### src/psmrl_pkg.sv
// Shared types, constants and message type tables of the per-source rate limiter.
`default_nettype none

package psmrl_pkg;

  localparam int NUM_SOURCES_DEF = 256;
  localparam int NUM_CLASSES_DEF = 11;
  localparam int TIME_BITS_DEF   = 48;

  localparam int TYPE_W   = 18;
  localparam int SRC_IN_W = 8;
  localparam int NOW_W    = 48;
  localparam int IVL_W    = 16;
  localparam int CFG_IDX_W = 8;
  localparam int CFG_DAT_W = 16;
  localparam int CLS_IDX_W = 4;
  localparam int NUM_TYPES = 11;
  localparam int NUM_SRC_CODES = 256;

  localparam logic [IVL_W-1:0] MIN_INTERVAL_RST = 16'd1000;

  localparam logic [CFG_IDX_W-1:0] REG_LIMIT_ENABLE = 8'd0;
  localparam logic [CFG_IDX_W-1:0] REG_MIN_INTERVAL = 8'd1;

  localparam logic [TYPE_W-1:0] RATE_TYPES [NUM_TYPES] = '{
    18'd127250, 18'd130306, 18'd128267, 18'd128259, 18'd127245, 18'd129026,
    18'd129539, 18'd129029, 18'd130311, 18'd128275, 18'd126992
  };

  localparam logic [TYPE_W-1:0] AIS_TYPES [NUM_TYPES] = '{
    18'd129038, 18'd129039, 18'd129040, 18'd129041, 18'd129793, 18'd129794,
    18'd129798, 18'd129801, 18'd129802, 18'd129809, 18'd129810
  };

  typedef enum logic [1:0] {
    KIND_UNKNOWN = 2'd0,
    KIND_PASS    = 2'd1,
    KIND_RATED   = 2'd2
  } class_kind_t;

  typedef enum logic [1:0] {
    VERDICT_UNKNOWN = 2'd0,
    VERDICT_LIMITED = 2'd1,
    VERDICT_PASSED  = 2'd2
  } verdict_t;

  typedef struct packed {
    class_kind_t            kind;
    logic [CLS_IDX_W-1:0]   cls_idx;
  } class_info_t;

  typedef struct packed {
    logic             limit_enable;
    logic [IVL_W-1:0] min_interval_ms;
  } cfg_t;

endpackage

`default_nettype wire

### src/psmrl_classify.sv
// Message type decoder and source address to slot row mapping.
`default_nettype none

module psmrl_classify
  import psmrl_pkg::*;
#(
  parameter int NUM_SOURCES = NUM_SOURCES_DEF,
  parameter int NUM_CLASSES = NUM_CLASSES_DEF,
  localparam int SRC_W = $clog2(NUM_SOURCES)
) (
  input  wire logic [TYPE_W-1:0]   msg_type,
  input  wire logic [SRC_IN_W-1:0] source_addr,
  output class_info_t              info,
  output logic [SRC_W-1:0]         row
);

  logic [SRC_W-1:0] row_tbl [NUM_SRC_CODES];
  logic             rate_hit;
  logic             ais_hit;
  logic [CLS_IDX_W-1:0] rate_idx;

  for (genvar g = 0; g < NUM_SRC_CODES; g++) begin : g_row
    assign row_tbl[g] = SRC_W'(g % NUM_SOURCES);
  end

  assign row = row_tbl[source_addr];

  always_comb begin
    rate_hit = 1'b0;
    ais_hit  = 1'b0;
    rate_idx = '0;
    for (int i = 0; i < NUM_TYPES; i++) begin
      if (RATE_TYPES[i] == msg_type) begin
        rate_hit = 1'b1;
        rate_idx = CLS_IDX_W'(i);
      end
      if (AIS_TYPES[i] == msg_type) begin
        ais_hit = 1'b1;
      end
    end
  end

  always_comb begin
    info.cls_idx = rate_idx;
    if (rate_hit) begin
      // A rate class without a slot in the table always passes.
      info.kind = (32'(rate_idx) < NUM_CLASSES) ? KIND_RATED : KIND_PASS;
    end else if (ais_hit) begin
      info.kind = KIND_PASS;
    end else begin
      info.kind = KIND_UNKNOWN;
    end
  end

endmodule

`default_nettype wire

### config.mk
export PLATFORM = sky130hd
export DESIGN_NAME = psmrl_classify
export DESIGN_NICKNAME = d
export VERILOG_FILES = /design/src/psmrl_pkg.sv /design/src/psmrl_classify.sv
export SDC_FILE = /design/constraint.sdc
export NUM_CORES = 1
export LEC_CHECK = 0
export BUFFER_PORTS_ARGS = -buffer_cell sky130_fd_sc_hd__buf_2
export CAP_MARGIN = 15
export CORE_AREA = 2 2 39 41
export DETAILED_ROUTE_END_ITERATION = 10
export DIE_AREA = 0 0 41 43
export PLACE_DENSITY = 0.77
export SYNTH_ARGS = -nofsm -noshare
export SYNTH_HDL_FRONTEND = slang
export SYNTH_SLANG_ARGS = --single-unit
### constraint.sdc
create_clock -name vclk -period 1.1
set_clock_uncertainty 0.05 [all_clocks]
set_input_delay 0.055 -clock vclk [all_inputs]
set_output_delay 0.055 -clock vclk [all_outputs]
set_load 0.01 [all_outputs]
---- After elaboration in Yosys (flattened, before gate mapping) ----
Memory sizes are Yosys's and may differ from the RTL's.
Index checks and enable logic that the tools add are counted.
storage, ports and cells
  flip-flop bits (word level) ............. 0
  memory bits (read-only) ................. 2048
  output and inout bits ................... 14
  word-level logic and storage cells ...... 63
  memories kept ........................... 1
operators by class
  $lt $le $gt $ge ......................... 2
  equality and inequality tests ........... 22
  multiplexer cells ....................... 37
  bitwise logic cells ..................... 1
memories
  memory            words  width  rd ports  clocked after Yosys merged registers in  wr ports  RTL line              source
  (name not given)  256    8      1         0                                        0         psmrl_classify.sv:26  assign row = row_tbl[source_addr];
operators by type and width
  kind                  count
  $eq 17x18->1 const A  22
  $mux 4                9
  $mux 1                24
  $mux 8                2
  $ge 9x9->1 const B    1
  $not 8->9             1
  $lt 4x4->1 const B    1
  $mux 2                2

---- Depth between registers and ports, before layout ----
  depth in word-level cells ............... 14
  mapped depth ............................ 6
  gate-level depth less buffers ........... 5

---- Worst setup path after synthesis ----
Ideal clock, no wire load.
  path type ............................... input port to output port
  start point ............................. input msg_type[1]
  end point ............................... output info[4] (netlist bit)
  data arrival time ....................... 1.134 ns
  required time ........................... 0.995 ns
  slack ................................... -0.139 ns
  stages on the path ...................... 5
  buffers on the path ..................... 1
  cell sequence ........................... buf_2 > nor4b_2 > a41oi_1 > o31a_1 > nor3b_1
RTL lines
  what                RTL line              source
  start: declaration  psmrl_classify.sv:11  input wire logic [TYPE_W-1:0] msg_type,
  end: declaration    psmrl_classify.sv:13  output class_info_t info,

==> flow_metrics.tcl <==
set metrics [dict create \
    maxSlewHeadroom 0.787 \
    finalCritPeriodShare 1.23 \
    p_clk_frac 0 \
    syn2layout_area_growth_pct 98.1 \
    numPortBuffers 24 \
    antennaDiodeCount 0 \
    die_h_um 43 \
    drv_cap 0 \
    gp_congestion 0.852 \
    track_usage 0.195 \
    cp.buffers_inverters 2 \
    path_max_fanout 2 \
    critPathTopFamily "simple AND/OR/NAND/NOR gates" \
    setup_viol 6 \
    drc 0 \
    routedWlPerCell_um 18.6 \
    busiest_layer "met2" \
    worstHoldEndpoint "row[1]" \
    antenna_found_initial 0 \
    grt_pass1_vias 574 \
    period_needed_ps 1360 \
    cp.required_ps 1000 \
    hold_path_startpoint "source_addr[1]" \
    status "complete, but fails checks" \
    ant_nets 0 \
    avgSynthCellArea_sq_um 7.17 \
    ys_types 34 \
    final_util 0.646 \
    drt-total-wl_um 2140 \
    overflow 0 \
    rsz0062_at_grt "yes" \
    vias_per_cell 6.07 \
    hold_depth 0 \
    drtIter0Drc 18 \
    use_met1 0.196 \
    finalNetCount 127 \
    yosys.area.top_type_share 0.150 \
    initial_core_util 0.326 \
    slowest_delay_ps 320 \
    yosys-top-cells-area "buf_4, nand4b_1, a21oi_1, and4b_1, nor3_1" \
    hold_path.class "in2out" \
    ios 40 \
    dp_slack_ps -286 \
    met3_usage 0.00524 \
    path_class "in2out" \
    slowest_stage "and4b_2" \
    ys_seq_area_frac 0 \
    first_pass_iters 4 \
    switching_share 0.469 \
    slew_viol_final 0 \
    final_common_cell "buf_4" \
    coreArea_sq_um 1380 \
    ir_worst_vdd_mv 0.205 \
    seq_cells 0 \
    hold_viol 0 \
    die_area_sq_um 1760 \
    syn_nets 89 \
    crit_start "msg_type[17]" \
    p_leak_nw 0.376 \
    synth_cells 63 \
    row_count 14 \
    regArea_sq_um 0 \
    fp.dieW_um 41 \
    grt_max_degree 10 \
    ctsHoldBuffers 0 \
    gr-usage-met2 0.400 \
    setup_slack_ps -257 \
    fin_setup_tns_ps -1350 \
    start_kind "input port" \
    p_sw_mw 0.108 \
    final_cell_mix "buf_4, buf_2, buf_6" \
    drive_above_1_share 0.717 \
    violations "negative setup slack" \
    clockBufferCount 0 \
    synth_warnings 0 \
    vias 698 \
    power_frac_seq 0 \
    end_kind "output pin" \
    combPwrFrac 1.000 \
    dp_hpwl_um 1260 \
    netlist.top_cell.by_area "buf_4" \
    intPower_mw 0.123 \
    synth_area_sq_um 452 \
    max_freq_mhz 737 \
    crit_chain "buf_6, and4b_2, and4b_1, nand3_2, nor3_2, nand4b_1, buf_2" \
    grt_pass1_wl_um 2420 \
    arrival_ps 1250 \
    p_per_area_nw_per_um2 258 \
    tightest_slew_ps 317 \
]
## repair_timing
action,4_1_cts,5_1_grt
endpoints found under the setup margin,6,6
setup buffers,2,2
hold endpoints to repair,0,0
pin swaps,5,9
resized for setup,14,26
## per-stage QoR
| stage | cell area, sq um | std cells | power [mW] | hold slack [ps] |
|---|---|---|---|---|
| 2_1_floorplan | 465 | 63 | 0.106 | 152 |
| 6_report | 895 | 115 | 0.231 | 60.0 |
| 5_1_grt | 895 | 115 | 0.242 | 60.0 |
| 4_1_cts | 749 | 113 | 0.183 | 60.1 |
| 3_5_place_dp | 666 | 111 | 0.161 | 60.1 |
| 3_3_place_gp | 666 | 111 | 0.154 | 60.1 |
## synth_stat cells
| cell type | n |
|---|---|
| o31a_1 | 1 |
| inv_1 | 1 |
| a211oi_2 | 1 |
| nand2_1 | 5 |
| o21ai_1 | 1 |
| nand2b_1 | 1 |
| nor2_1 | 3 |
| nand3b_1 | 1 |
| a211oi_1 | 1 |
| and2b_2 | 1 |
| nand2b_4 | 1 |
| or4_4 | 1 |
| nand4bb_1 | 1 |
| and4b_1 | 2 |
| o21ai_0 | 1 |
| nor4bb_1 | 1 |
| nor4b_1 | 1 |
| mux2i_1 | 1 |
| buf_4 | 9 |
| nand4b_1 | 4 |
| nor4b_2 | 1 |
| a21oi_1 | 5 |
| nor3b_1 | 2 |
| a41oi_1 | 1 |
| o211ai_1 | 1 |
| o31ai_1 | 1 |
| nor3_1 | 4 |
| buf_2 | 3 |
| xnor2_1 | 1 |
| nand3_1 | 1 |
| nor2b_1 | 1 |
| buf_6 | 1 |
| o21bai_2 | 1 |
| nor4_1 | 2 |
## how the worst max path moves through the flow
| stage | end | slack, ps | cells after the start |
|---|---|---|---|
| after floorplan | info[5] | -90 | 6 |
| after global placement | info[5] | -220 | 7 |
| after detailed placement | info[5] | -290 | 7 |
| after CTS | info[5] | -220 | 7 |
| after global routing | info[5] | -310 | 7 |
| final | info[5] | -260 | 7 |
## final cells by class
type | count | area (sq um)
Timing Repair Buffer | 49 | 374
Fill cell | 95 | 489
Multi-Input combinational cell | 49 | 497
Tap cell | 16 | 20.0
Inverter | 1 | 3.75
## per-layer routing
metal,wire length (um),vias up
met5,0,-
met4,70,0
met3,136,8
met2,1180,40
met1,754,340
li1,-,310
## power by group through the flow
stage | sequential (mW) | clock (mW) | combinational [mW]
5_1_grt | 0 | 0 | 0.242
6_report | 0 | 0 | 0.231
4_1_cts | 0 | 0 | 0.183
2_1_floorplan | 0 | 0 | 0.106
3_3_place_gp | 0 | 0 | 0.154
3_5_place_dp | 0 | 0 | 0.161
## cells by family after synthesis
family / share of synthesized area
multiplexers: 0.0222
XOR/XNOR: 0.0194
AND/OR/NAND/NOR: 0.524
buffers and inverters: 0.216
AO/OA/AOI/OAI: 0.219
Note: power is estimated with default switching activity, not from simulation.
