**config.mk**
```make
export PLATFORM = sky130hd
export DESIGN_NAME = psmrl_cfg_regs
export DESIGN_NICKNAME = d
export VERILOG_FILES = /design/src/psmrl_pkg.sv /design/src/psmrl_cfg_regs.sv
export SDC_FILE = /design/constraint.sdc
export NUM_CORES = 1
export LEC_CHECK = 0
export ABC_AREA = 1
export ABC_CLOCK_PERIOD_IN_PS = 900
export BUFFER_PORTS_ARGS = -buffer_cell sky130_fd_sc_hd__buf_2
export CAP_MARGIN = 10
export CORE_ASPECT_RATIO = 1.4
export CORE_UTILIZATION = 38
export CTS_CLUSTER_SIZE = 16
export DETAILED_ROUTE_END_ITERATION = 12
export PLACE_DENSITY_LB_ADDON = 0.3
export SYNTH_ARGS = -nofsm -noshare
export SYNTH_HDL_FRONTEND = slang
export SYNTH_SLANG_ARGS = --single-unit
```
**constraint.sdc**
```tcl
create_clock -name clk -period 0.9 [get_ports clk]
set_input_delay 0.135 -clock clk [delete_from_list [all_inputs] [get_ports clk]]
set_output_delay 0.135 -clock clk [all_outputs]
set_load 0.05 [all_outputs]
```
**src/psmrl_pkg.sv**
```systemverilog
// Shared types, constants and message type tables of the per-source rate limiter.
`default_nettype none

package psmrl_pkg;

  localparam int NUM_SOURCES_DEF = 256;
  localparam int NUM_CLASSES_DEF = 11;
  localparam int TIME_BITS_DEF   = 48;

  localparam int TYPE_W   = 18;
  localparam int SRC_IN_W = 8;
  localparam int NOW_W    = 48;
  localparam int IVL_W    = 16;
  localparam int CFG_IDX_W = 8;
  localparam int CFG_DAT_W = 16;
  localparam int CLS_IDX_W = 4;
  localparam int NUM_TYPES = 11;
  localparam int NUM_SRC_CODES = 256;

  localparam logic [IVL_W-1:0] MIN_INTERVAL_RST = 16'd1000;

  localparam logic [CFG_IDX_W-1:0] REG_LIMIT_ENABLE = 8'd0;
  localparam logic [CFG_IDX_W-1:0] REG_MIN_INTERVAL = 8'd1;

  localparam logic [TYPE_W-1:0] RATE_TYPES [NUM_TYPES] = '{
    18'd127250, 18'd130306, 18'd128267, 18'd128259, 18'd127245, 18'd129026,
    18'd129539, 18'd129029, 18'd130311, 18'd128275, 18'd126992
  };

  localparam logic [TYPE_W-1:0] AIS_TYPES [NUM_TYPES] = '{
    18'd129038, 18'd129039, 18'd129040, 18'd129041, 18'd129793, 18'd129794,
    18'd129798, 18'd129801, 18'd129802, 18'd129809, 18'd129810
  };

  typedef enum logic [1:0] {
    KIND_UNKNOWN = 2'd0,
    KIND_PASS    = 2'd1,
    KIND_RATED   = 2'd2
  } class_kind_t;

  typedef enum logic [1:0] {
    VERDICT_UNKNOWN = 2'd0,
    VERDICT_LIMITED = 2'd1,
    VERDICT_PASSED  = 2'd2
  } verdict_t;

  typedef struct packed {
    class_kind_t            kind;
    logic [CLS_IDX_W-1:0]   cls_idx;
  } class_info_t;

  typedef struct packed {
    logic             limit_enable;
    logic [IVL_W-1:0] min_interval_ms;
  } cfg_t;

endpackage

`default_nettype wire

```
**src/psmrl_cfg_regs.sv**
```systemverilog
// Configuration register file: limit enable and minimum interval.
`default_nettype none

module psmrl_cfg_regs
  import psmrl_pkg::*;
(
  input  wire logic                 clk,
  input  wire logic                 rst_n,
  input  wire logic                 cfg_valid,
  output logic                      cfg_ready,
  input  wire logic [CFG_IDX_W-1:0] cfg_index,
  input  wire logic [CFG_DAT_W-1:0] cfg_wdata,
  output cfg_t                      cfg
);

  cfg_t cfg_r;
  cfg_t cfg_nxt;

  assign cfg_ready = 1'b1;
  assign cfg       = cfg_r;

  always_comb begin
    cfg_nxt = cfg_r;
    if (cfg_valid) begin
      unique case (cfg_index)
        REG_LIMIT_ENABLE: cfg_nxt.limit_enable = cfg_wdata[0];
        REG_MIN_INTERVAL: cfg_nxt.min_interval_ms = cfg_wdata[IVL_W-1:0];
        default: cfg_nxt = cfg_r;
      endcase
    end
  end

  always_ff @(posedge clk) begin
    if (!rst_n) begin
      cfg_r.limit_enable    <= 1'b0;
      cfg_r.min_interval_ms <= MIN_INTERVAL_RST;
    end else begin
      cfg_r <= cfg_nxt;
    end
  end

endmodule

`default_nettype wire

```
## Word level (Yosys, flattened, before mapping)

Cells that the tools add are included.

- Add/subtract/negate cells: 0
- $mul: 0
- Divide/modulo/power cells: 0
- Magnitude comparators: 0
- Eq/ne operators: 1
- Shifts and indexed selects: 0
- Multiplexer cells: 0
- Bitwise operators: 0
- Reduce and logical (&&, ||, !) cells: 3

Operators with widths:

| cell | number |
|---|---|
| $eq 8x1->1 const B | 1 |
| $logic_not 8->1 | 1 |
| $reduce_and 2->1 | 2 |

- Flip-flop bits (word level): 17
- Bits in latches: 0
- Memory bits (writable): 0
- Memory bits (read-only): 0
- Output and inout bits: 18
- Memories: 0

## Longest topological paths before layout

- Depth in word-level cells: 2
- Depth in mapped cells: 7
- Mapped depth without buffers: 6

## Worst setup path before layout

No wires, ideal clock.

- Kind: input port to flip-flop
- Start: input cfg_index[3]
- End: register cfg_r (netlist bit cfg[3])
- Data arrival time: 0.762 ns
- Data required time: 0.777 ns
- Slack: 0.015 ns
- Stages: 7
- Buffers on the path: 1
- Path through: nor2_1 nand2_1 nor2_2 buf_6 nand2_1 nand2_1 nand3_1

- Word-level cells in the longest chain between the ends: 2

Ends and longest elaborated chain:

| item | line | text |
|---|---|---|
| start: declaration | psmrl_cfg_regs.sv:11 | `input wire logic [CFG_IDX_W-1:0] cfg_index,` |
| $eq 8x1->1 | psmrl_cfg_regs.sv:25 | `unique case (cfg_index)` |
| $reduce_and 2->1 (no line) | n/a |  |
| end signal: assignment | psmrl_cfg_regs.sv:38 | `cfg_r <= cfg_nxt;` |
| end: declaration | psmrl_cfg_regs.sv:16 | `cfg_t cfg_r;` |

Every way passes these cells.
A chain may end at the register's enable or synchronous reset.

## Worst setup path after layout

- Start: register cfg_r (netlist bit cfg[16])
- End: output cfg[16] (netlist bit)

RTL lines:

| item | line | text |
|---|---|---|
| end: declaration | psmrl_cfg_regs.sv:13 | `output cfg_t cfg` |

No word-level cell between the ends.

==> metrics.md <==
| Metric | Value |
|---|---|
| LEAKAGE | `0.000632 µW` |
| Final core occ | `67.7%` |
| P&R area growth vs syn | `61.7%` |
| Skew final | `0 ps` |
| PortBufs | `43` |
| Clock-pin slew on the worst setup and hold paths | `100 ps` |
| Fill cells | `~170` |
| H-tree Lvls | `1` |
| FF+latch count, synth | `17` |
| Die Area | `between 2000 and 2500 µm²` |
| Post-synthesis cell area | `between 700 and 800 µm²` |
| Initial antenna violation count | `0` |
| Most used DFF post-synth | `dfxtp_1` |
| F_max | `1070 MHz` |
| Met3 WL | `102 µm` |
| Status | `complete, but fails checks` |
| Synth unique cells | `14` |
| CP Launch Type | `flip-flop` |
| First-pass GRT wire length | `2.84 mm` |
| Setup TNS | `-429 ps` |
| Post-CTS Hold Fix Bufs | `0` |
| DR vias/cell | `between 4 and 5` |
| Fin crit share | `104%` |
| Max Cap Violations | `0` |
| Synthesized Nets | `137` |
| Pins over their slew limit | `0` |
| Min cycle time layout | `936 ps` |
| WHS | `a little under 80 ps` |
| Worst Setup End Kind | `output port` |
| Share of layout cells above drive strength 1 | `about half` |
| Hold Path Class | `in -> reg` |
| Post-synthesis sequential area ratio | `between 40 and 50%` |
| CTS tree | `built` |
| Ys async rst share | `0%` |
| Post-synth top area share | `44.0%` |
| Routed WL | `1.73 mm` |
| Die width | `40.1 µm` |
| Antenna-violating nets left | `0` |
| Ports | `45` |
| Placed instance area | `1010 µm²` |
| DRC marker count from the first detailed-route iteration | `5` |
| Residual DRC count | `0` |
| ANT cells | `0` |
| GPL Wtd Cong | `0.721` |
| Pin count of the biggest net entering global routing | `18` |
| Worst hold stages | `3` |
| Clk sinks | `17` |
| WS Path Type | `reg -> out` |
| Final Setup Violations | `17` |
| Grt ovf | `0` |
| Metal2 WL | `roughly 860 µm` |
| Slack of the worst reg-to-reg path | `about 190 ps` |
| Post-DP HPWL | `1.25 mm` |
| Total Routing Usage GR | `17.6%` |
| Highest routed layer | `met4` |
| Arrival time worst endpoint | `800 ps` |
| Crit-path slowest cell | `dfxtp_2` |
| Reg2Reg Depth | `3` |
| Dominant cell type by area after synthesis | `dfxtp_1` |
| Vias in the first global route | `750` |
| Failing checks | `setup timing` |
| Clk_lat worst skew | `290 ps` |
| Worst r2r src | `cfg[2]` |
| Final WS setup | `-36.2 ps` |
| CP top delay family | `flip-flops` |
| EDFF count, synth | `0` |
| Top-count cell post-synth | `nand3_1` |
| Worst hold path endpoint | `cfg[8]` |
| Fin area | `1250 µm²` |
| Final Total Pwr | `1320 µW` |
| Syn Inst Count | `between 100 and 150` |
| Met1 WL | `just over 700 µm` |
| Crit path required time | `760 ps` |
| Fin nets | `186` |
| Crit path max fanout | `2` |
| Num CTS Buffers | `3` |
| Max Buffers Root-to-Sink | `2` |
| Syn_area_per_cell | `7.03 µm²` |
| Multi-input combinational cell area | `338 µm²` |
| CP Buf/Inv Count | `1` |
| WL/cell | `9.72 µm` |
| Max reg flops | `17` |
| Register area | `362 µm²` |
| Root buf cell | `clkbuf_4` |
| Core area | `1850 µm²` |
| RSZ-0062 raised after global routing | `true` |
| Synth cell count leaders | `23 x nand3_1, 21 x nand2_1, 17 x dfxtp_1, 15 x nor2_1, 12 x inv_1` |
| Routed via count | `852` |
| Hold Crit Start | `cfg_wdata[8]` |
| Die Ht | `55.4 µm` |
| Worst R2R End | `cfg[2]` |
| Synth area leaders | `dfxtp_1 44%, nand3_1 15%, nand2_1 10%` |
| Worst-path cell chain | `buf_6` |
| Power Dens Cells | `1050 nW/µm²` |
| Ys Warns | `0` |
| Slowest stage delay, CP | `350 ps` |
| Drt pass-1 iters | `4` |
| Initial core utilization | `roughly two fifths` |
| Final hold vios | `0` |
| Standard-cell rows | `18` |
| Max VDD drop | `0.701 mV` |
-- metrics by stage --
step           setup slack [ps]  std cells
3_5_place_dp               -233        170
3_3_place_gp               -206        170
4_1_cts                   -43.5        178
5_1_grt                   -70.2        178
6_report                  -36.2        178
2_1_floorplan              14.7        110
-- power breakdown --
group	switching, µW	leakage [µW]	internal (µW)
sequential	1.42	0.000140	753
clock	239	0.0000150	173
combinational	85.5	0.000477	66.5
-- cells in the final DEF (no fill, tap or decap) --
cell / instances
buf_4: 8
conb_1: 1
a21oi_2: 4
nand2_1: 20
dfxtp_2: 17
inv_1: 12
buf_2: 26
nand2_2: 1
buf_12: 1
nand3_1: 23
buf_6: 4
clkinv_1: 1
nor2_1: 15
a21oi_1: 7
clkbuf_1: 1
nor2_4: 1
clkbuf_4: 3
buf_8: 13
-- layer usage --
metal  track usage [%]  up-vias
li1                  -      439
met3              3.21        5
met1              20.4      377
met2              27.9       31
met5                 0        -
met4              10.8        0
-- area by class of cell --
type | instances | area share [%]
Timing Repair Buffer | 52 | 36.0
Tap cell | 20 | 2.00
Inverter | 13 | 3.90
Clock buffer | 4 | 2.10
Sequential cell | 17 | 28.9
Multi-Input combinational cell | 72 | 27.0
-- cell families after synthesis --
family | after synthesis | share of synthesized area, %
buf+inv | 21 | 13.3
other cells | 1 | 0.485
compound gates | 11 | 9.06
simple gates | 60 | 33.2
flops | 17 | 44.0
-- repair_timing --
item,CTS,global route
buffers inserted,4,0
endpoints found under the setup margin,17,23
gates resized for setup,56,10
pin swaps,0,0
-- worst min-delay path, cell delays in order --
cell,delay [ps]
buf_2,80
nand3_1,70
nand3_1,70
-- worst max-delay path by stage --
| stage | startpoint | to | slack, ps | cells past startpoint |
|---|---|---|---|---|
| 2_1_floorplan | cfg_index[3] | cfg[3] | 10 | 7 |
| 4_1_cts | cfg[0] | cfg[0] | -40 | 1 |
| 3_5_place_dp | cfg_index[3] | cfg[7] | -230 | 7 |
| 6_report | cfg[16] | cfg[16] | -40 | 1 |
| 5_1_grt | cfg[0] | cfg[0] | -70 | 1 |
| 3_3_place_gp | cfg_index[3] | cfg[1] | -210 | 8 |
Note: power is estimated with default switching activity, not from simulation.
